### src/hw/rtl/plc_pkg.sv
// Shared types and codes for the positional character list engine.
package plc_pkg;

	typedef enum logic [1:0] {
		REQ_ADD   = 2'd0,
		REQ_DEL   = 2'd1,
		REQ_GET   = 2'd2,
		REQ_PRINT = 2'd3
	} req_t;

	typedef enum logic [1:0] {
		ST_OK      = 2'd0,
		ST_BAD_POS = 2'd1,
		ST_FULL    = 2'd2
	} status_t;

	typedef enum logic [2:0] {
		COP_HOLD  = 3'd0,
		COP_INS   = 3'd1,
		COP_DEL   = 3'd2,
		COP_LOAD  = 3'd3,
		COP_SHIFT = 3'd4
	} cell_op_t;

	typedef enum logic {
		FSM_IDLE = 1'b0,
		FSM_SCAN = 1'b1
	} fsm_t;

	// broadcast to every cell; k is the zero-based target index
	typedef struct packed {
		cell_op_t    op;
		logic [7:0]  k;
		logic [7:0]  ch;
	} cell_ctl_t;

endpackage

### src/hw/rtl/positional_char_list_engine.sv
// Top level: chain of list cells driven by the request sequencer.
// Add, delete and requests with a bad rank go straight into the output register when taken.
// Get at rank r: load, r-1 readout shifts toward cell 0, then the output register.
// Print of n characters: n beats, one beat per cycle while out_ready holds.
// One request in flight at a time; a new one is taken once the last beat is registered and the output is free.
// Reset clears the length and control state; stored characters stay undefined.
module positional_char_list_engine #(
	parameter int CAPACITY = 64
) (
	input  logic       clk,
	input  logic       arst_n,
	input  logic       in_valid,
	output logic       in_ready,
	input  logic [1:0] req_type,
	input  logic [7:0] position,
	input  logic [7:0] new_char,
	output logic       out_valid,
	input  logic       out_ready,
	output logic [1:0] status,
	output logic       has_char,
	output logic [7:0] char_out,
	output logic       last
);

	plc_pkg::cell_ctl_t ctl;
	logic [7:0] chars [CAPACITY];
	logic [7:0] rds   [CAPACITY];

	plc_ctrl #(
		.CAPACITY (CAPACITY)
	) u_ctrl (
		.clk       (clk),
		.arst_n    (arst_n),
		.in_valid  (in_valid),
		.in_ready  (in_ready),
		.req_type  (req_type),
		.position  (position),
		.new_char  (new_char),
		.head_rd   (rds[0]),
		.ctl       (ctl),
		.out_valid (out_valid),
		.out_ready (out_ready),
		.status    (status),
		.has_char  (has_char),
		.char_out  (char_out),
		.last      (last)
	);

	for (genvar i = 0; i < CAPACITY; i++) begin : g_cell
		logic [7:0] left_c, right_c, right_r;
		if (i == 0) begin : g_first
			assign left_c = 8'd0;
		end else begin : g_mid_l
			assign left_c = chars[i-1];
		end
		if (i == CAPACITY - 1) begin : g_last
			assign right_c = 8'd0;
			assign right_r = 8'd0;
		end else begin : g_mid_r
			assign right_c = chars[i+1];
			assign right_r = rds[i+1];
		end
		plc_cell #(
			.IDX (i)
		) u_cell (
			.clk        (clk),
			.left_char  (left_c),
			.right_char (right_c),
			.right_rd   (right_r),
			.ctl        (ctl),
			.char_q     (chars[i]),
			.rd_q       (rds[i])
		);
	end

endmodule

### src/hw/rtl/plc_cell.sv
// One storage cell of the list chain with its readout stage.
module plc_cell #(
	parameter int IDX = 0
) (
	input  logic              clk,
	input  logic [7:0]        left_char,
	input  logic [7:0]        right_char,
	input  logic [7:0]        right_rd,
	input  plc_pkg::cell_ctl_t ctl,
	output logic [7:0]        char_q,
	output logic [7:0]        rd_q
);

	logic at_or_above;
	logic at_target;

	assign at_or_above = IDX >= int'(ctl.k);
	assign at_target   = IDX == int'(ctl.k);

	always_ff @(posedge clk) begin
		case (ctl.op)
			plc_pkg::COP_INS: begin
				if (at_target) begin
					char_q <= ctl.ch;
				end else if (at_or_above) begin
					char_q <= left_char;
				end
			end
			plc_pkg::COP_DEL: begin
				if (at_or_above) begin
					char_q <= right_char;
				end
			end
			default: begin
			end
		endcase
	end

	// readout chain moves toward cell 0
	always_ff @(posedge clk) begin
		case (ctl.op)
			plc_pkg::COP_LOAD:  rd_q <= char_q;
			plc_pkg::COP_SHIFT: rd_q <= right_rd;
			default: begin
			end
		endcase
	end

endmodule

### src/hw/rtl/plc_ctrl.sv
// Request decoder, length counter, readout sequencer and output register.
module plc_ctrl #(
	parameter int CAPACITY = 64
) (
	input  logic               clk,
	input  logic               arst_n,
	input  logic               in_valid,
	output logic               in_ready,
	input  logic [1:0]         req_type,
	input  logic [7:0]         position,
	input  logic [7:0]         new_char,
	input  logic [7:0]         head_rd,
	output plc_pkg::cell_ctl_t ctl,
	output logic               out_valid,
	input  logic               out_ready,
	output logic [1:0]         status,
	output logic               has_char,
	output logic [7:0]         char_out,
	output logic               last
);

	localparam int CW = $clog2(CAPACITY + 1);
	localparam int MW = (CW + 1 > 9) ? CW + 1 : 9;

	plc_pkg::fsm_t state_q, state_d;
	logic [CW-1:0] count_q, count_d;
	logic [CW-1:0] cnt_q, cnt_d;
	logic          mode_q, mode_d;
	logic          out_valid_q;
	logic [1:0]    status_q;
	logic          has_q;
	logic [7:0]    char_q;
	logic          last_q;

	logic          in_acc, out_free;
	logic [MW-1:0] rank_x, n_x;
	logic          bad_add, bad_rd, full, empty;
	logic          ld;
	logic [1:0]    st_v;
	logic          has_v, last_v;
	logic [7:0]    ch_v;

	assign out_free = !out_valid_q || out_ready;
	assign in_ready = (state_q == plc_pkg::FSM_IDLE) && out_free;
	assign in_acc   = in_valid && in_ready;

	assign rank_x  = MW'(position);
	assign n_x     = MW'(count_q);
	assign bad_add = (position == 8'd0) || (rank_x > n_x + MW'(1));
	assign bad_rd  = (position == 8'd0) || (rank_x > n_x);
	assign full    = count_q == CW'(CAPACITY);
	assign empty   = count_q == '0;

	always_comb begin
		state_d = state_q;
		unique case (state_q)
			plc_pkg::FSM_IDLE: begin
				if (in_acc) begin
					if ((plc_pkg::req_t'(req_type) == plc_pkg::REQ_GET && !bad_rd) ||
					    (plc_pkg::req_t'(req_type) == plc_pkg::REQ_PRINT && !empty)) begin
						state_d = plc_pkg::FSM_SCAN;
					end
				end
			end
			plc_pkg::FSM_SCAN: begin
				if (!mode_q) begin
					if (cnt_q == '0 && out_free) begin
						state_d = plc_pkg::FSM_IDLE;
					end
				end else if (out_free && cnt_q == CW'(1)) begin
					state_d = plc_pkg::FSM_IDLE;
				end
			end
			default: state_d = plc_pkg::FSM_IDLE;
		endcase
	end

	always_comb begin
		ctl.op  = plc_pkg::COP_HOLD;
		ctl.k   = position - 8'd1;
		ctl.ch  = new_char;
		count_d = count_q;
		cnt_d   = cnt_q;
		mode_d  = mode_q;
		ld      = 1'b0;
		st_v    = plc_pkg::ST_OK;
		has_v   = 1'b0;
		ch_v    = 8'd0;
		last_v  = 1'b1;
		unique case (state_q)
			plc_pkg::FSM_IDLE: begin
				if (in_acc) begin
					unique case (plc_pkg::req_t'(req_type))
						plc_pkg::REQ_ADD: begin
							ld = 1'b1;
							if (bad_add) begin
								st_v = plc_pkg::ST_BAD_POS;
							end else if (full) begin
								st_v = plc_pkg::ST_FULL;
							end else begin
								ctl.op  = plc_pkg::COP_INS;
								count_d = count_q + CW'(1);
							end
						end
						plc_pkg::REQ_DEL: begin
							ld = 1'b1;
							if (bad_rd) begin
								st_v = plc_pkg::ST_BAD_POS;
							end else begin
								ctl.op  = plc_pkg::COP_DEL;
								count_d = count_q - CW'(1);
							end
						end
						plc_pkg::REQ_GET: begin
							if (bad_rd) begin
								ld   = 1'b1;
								st_v = plc_pkg::ST_BAD_POS;
							end else begin
								ctl.op = plc_pkg::COP_LOAD;
								cnt_d  = CW'(rank_x - MW'(1));
								mode_d = 1'b0;
							end
						end
						plc_pkg::REQ_PRINT: begin
							if (empty) begin
								ld = 1'b1;
							end else begin
								ctl.op = plc_pkg::COP_LOAD;
								cnt_d  = count_q;
								mode_d = 1'b1;
							end
						end
						default: begin
						end
					endcase
				end
			end
			plc_pkg::FSM_SCAN: begin
				if (!mode_q) begin
					if (cnt_q == '0) begin
						if (out_free) begin
							ld    = 1'b1;
							has_v = 1'b1;
							ch_v  = head_rd;
						end
					end else begin
						ctl.op = plc_pkg::COP_SHIFT;
						cnt_d  = cnt_q - CW'(1);
					end
				end else if (out_free) begin
					ld     = 1'b1;
					has_v  = 1'b1;
					ch_v   = head_rd;
					last_v = cnt_q == CW'(1);
					ctl.op = plc_pkg::COP_SHIFT;
					cnt_d  = cnt_q - CW'(1);
				end
			end
			default: begin
			end
		endcase
	end

	always_ff @(posedge clk or negedge arst_n) begin
		if (!arst_n) begin
			state_q     <= plc_pkg::FSM_IDLE;
			count_q     <= '0;
			cnt_q       <= '0;
			mode_q      <= 1'b0;
			out_valid_q <= 1'b0;
		end else begin
			state_q <= state_d;
			count_q <= count_d;
			cnt_q   <= cnt_d;
			mode_q  <= mode_d;
			if (ld) begin
				out_valid_q <= 1'b1;
			end else if (out_ready) begin
				out_valid_q <= 1'b0;
			end
		end
	end

	always_ff @(posedge clk) begin
		if (ld) begin
			status_q <= st_v;
			has_q    <= has_v;
			char_q   <= ch_v;
			last_q   <= last_v;
		end
	end

	assign out_valid = out_valid_q;
	assign status    = status_q;
	assign has_char  = has_q;
	assign char_out  = char_q;
	assign last      = last_q;

endmodule

### config.mk
export PLATFORM = sky130hd
export DESIGN_NAME = positional_char_list_engine
export DESIGN_NICKNAME = d
export VERILOG_FILES = /design/src/hw/rtl/plc_pkg.sv /design/src/hw/rtl/positional_char_list_engine.sv /design/src/hw/rtl/plc_cell.sv /design/src/hw/rtl/plc_ctrl.sv
export SDC_FILE = /design/constraint.sdc
export NUM_CORES = 2
export LEC_CHECK = 0
export CAP_MARGIN = 0
export CORE_UTILIZATION = 35
export DETAILED_ROUTE_END_ITERATION = 16
export DONT_BUFFER_PORTS = 1
export PLACE_DENSITY = 0.53
export SYNTH_ARGS = -nofsm -noshare
export SYNTH_HDL_FRONTEND = slang
export SYNTH_HIERARCHICAL = 1
export SYNTH_SLANG_ARGS = --single-unit
### constraint.sdc
create_clock -name clk -period 35.2 [get_ports clk]
set_input_delay 7.04 -clock clk [delete_from_list [all_inputs] [get_ports clk]]
set_output_delay 7.04 -clock clk [all_outputs]
set_load 0.1 [all_outputs]
==> flow_summary.toml <==
[run_status]
status = "finished clean"

[worst_setup_path]
worstSetupPathType = "input port to output pin"
cp_max_fo = 3
reg2reg_to = "g_cell[62].u_cell/char_q[0]$_DFFE_PP_"
reg2reg_slack_ps = 28400
cp-start-kind = "input port"
cp.required_ps = 28160
critPathSlowestCell = "nor2_2"
reg2reg_depth = 11
end_kind = "output pin"
crit_chain = "nor2b_1 > nor2_2"
reg2reg_from = "u_ctrl/out_valid$_DFFE_PN0P_"
critPathMaxStageDelay_ps = 850
path_buf_inv = 0
path_delay_family = "simple AND/OR/NAND/NOR gates"
critPathArrivalTime_ps = 7950

[synth]
synth_top_area_cell = "edfxtp_1"
ys_types = 105
syn-cell-area_um2 = 59400
synth_compound_area_frac = 0.116
synth_warnings = 6
async_reset_ff_frac = 0.0161
ys.flop_type = "edfxtp_1"
syn-instance-count = 4915
synth-xor-area-share = 0.0103
synth_edf_count = 1036
ys_seq_area_frac = 0.531
synthMuxAreaShare = 0.101
synth_top_family_by_area = "simple AND/OR/NAND/NOR gates"
ys_ff_latch = 1053
synthAdderAreaFrac = 0.00687
yosys.area_share.simple = 0.198
synthTopCellsByArea = "edfxtp_1 (52%), mux2_2 (8.2%), a31oi_1 (3.8%)"
syn_avg_cell_area_um2 = 12.1
synth_top_cell_area_share = 0.524

[hold_path]
hold_path.class = "flip-flop to flip-flop"
whs_endpoint = "u_ctrl/char_out[5]$_SDFFCE_PN0P_"
worstHoldStart = "g_cell[0].u_cell/rd_q[5]$_DFFE_PP_"
holdPathStages = 1

[timing]
finClkSkew_ps = 46.3
slew_headroom = 0.112
setup_viol = 0
tns_ps = 0
period_share = 0.426
grt_setup_unrepaired = "no"
post-route-min-period_ps = 14990
fmax_mhz = 66.7
worst_pin_slew_ps = 1310
finalMaxSlewViolations = 0
hold_viol_final = 0

[clocking]
cts-resized-gates = 0
cts_made_buffers = 117
htree_levels = 3
cts_root_buf = "clkbuf_16"
cts_tree = "yes"
hold_buffers = 0
post-cts-setup-buffers = 0
cts_max_path_buffers = 3
clk_latency_ps = 770
path_clk_slew_ps = 50
cts.sinks = 1053

[detailed_routing]
postRouteAntennaNets = 0
num_vias = 42800
post-route-drc-count = 0
routed_wl_um = 177000
avgViaCountPerCell = 6.01
wl_per_cell_um = 24.9
firstDrtPassIters = 6
drtIter0Drc = 4611

[global_routing]
grt_pass1_wl_um = 265000
grt_max_degree = 108
grt_usage = 0.201
grt_remaining_overflow = 0
grt_antenna_before_repair = 0
grt_pass1_vias = 41300

[power_and_ir_drop]
leakagePower_uw = 0.0201
p_per_area_nw_per_um2 = 69.6
peakVddDrop_uv = 51.0

[placement]
port_buffers = 0
detailed_place_hpwl_um = 109000
gp_congestion = 0.831

[cells_and_area]
drive_above_1_share = 0.199
area_growth_pct = 9.10
num_antenna_cells = 0
final_common_cell = "edfxtp_1"
final_cell_mix = "edfxtp_1 (1036), nand3_1 (436), mux2_2 (431)"
final_util = 0.386
fin_nets = 4876
num-fill-cells = 16000

[floorplanning]
coreArea_um2 = 168000
rows = 150
dieArea_um2 = 171000
io_pins = 36
die_h_um = 414
die_w_um = 414
initial_core_util = 0.354

[flow_run]
max-cap-violations = 0
==> sequential cells by signal (all words and copies together), names as in the netlist, 2 cells and up <==
| name | cells |
|---|---|
| u_ctrl/char_out | 8 |
| u_ctrl/status | 2 |
| u_ctrl/count_q | 7 |
| g_cell.u_cell/char_q | 512 |
| g_cell.u_cell/rd_q | 512 |
| u_ctrl/cnt_q | 7 |
==> cell usage after synthesis (all sizes together), types with 13 or more instances <==
| cell | n |
|---|---|
| mux2 | 513 |
| o21bai | 43 |
| edfxtp | 1036 |
| ha | 31 |
| a21o | 13 |
| buf | 203 |
| nand2 | 240 |
| clkbuf | 85 |
| xor2 | 24 |
| and4b | 19 |
| inv | 30 |
| or4b | 29 |
| or3b | 64 |
| nor4b | 26 |
| or4 | 53 |
| nor4 | 51 |
| o211ai | 167 |
| a21oi | 31 |
| nor4bb | 26 |
| a31oi | 363 |
| nor3 | 36 |
| dfrtp | 17 |
| and2 | 19 |
| o21ai | 340 |
| nor3b | 80 |
| nand3 | 436 |
| nand4bb | 26 |
| nand4 | 242 |
| nand2b | 27 |
| xnor2 | 46 |
| nand4b | 37 |
| nor2 | 373 |
| o31ai | 36 |
| nand3b | 22 |
==> cell type report <==
class                   count  area (µm²)  area share
well taps                2204        2760      0.0426
clock inverters            82         941      0.0145
inverters                  32         130     0.00201
repair buffers             54         440     0.00680
flip-flops and latches   1053       31500       0.487
multi-input cells        3564       25900       0.400
clock buffers             135        3060      0.0472
==> power by group <==
part	switching, µW	total [µW]	internal [µW]
registers	147	2060	1910
clock network	529	1290	760
logic	617	1160	548
==> worst max path at each step <==
stage,cells past startpoint,startpoint,endpoint
global placement,2,out_ready,in_ready
floorplan,10,position[0],g_cell[12].u_cell/rd_q[0]$_DFFE_PP_
CTS,2,out_ready,in_ready
detailed placement,2,out_ready,in_ready
global route,2,out_ready,in_ready
finish,2,out_ready,in_ready
==> metrics by stage <==
step | setup WS (ps) | hold slack, ps | instances | cell area [µm²] | total power [µW]
detailed placement | 20200 | 501 | 6906 | 60700 | 3240
CTS | 20200 | 515 | 7123 | 64700 | 4550
global route | 20180 | 529 | 7124 | 64800 | 4700
finish | 20210 | 514 | 7124 | 64800 | 4510
global placement | 20210 | 506 | 6906 | 60700 | 3230
floorplan | 1880 | 497 | 4938 | 59400 | 3050
==> metal layers <==
| layer | vias up | routed length (µm) | global-route usage | part of all wire |
|---|---|---|---|---|
| li1 | 19500 | - | - | - |
| met1 | 21100 | 78300 | 0.283 | 0.44 |
| met2 | 1809 | 81000 | 0.320 | 0.46 |
| met3 | 361 | 13200 | 0.0309 | 0.075 |
| met4 | 0 | 4890 | 0.0567 | 0.028 |
| met5 | - | 0 | 0 | 0 |
==> cells by family (layout without fill, tap and decap cells) <==
kind of cell               Yosys count  in the layout
DFF                               1053           1053
xor gates and xnor gates            70             70
AOI/OAI and AO/OA                 1039           1039
buffers and inverters              321            303
other                                1             24
and+or+nand+nor                   1874           1874
muxes                              525            525
adders and majority gates           32             32
Power figures use the tool's default switching activity.
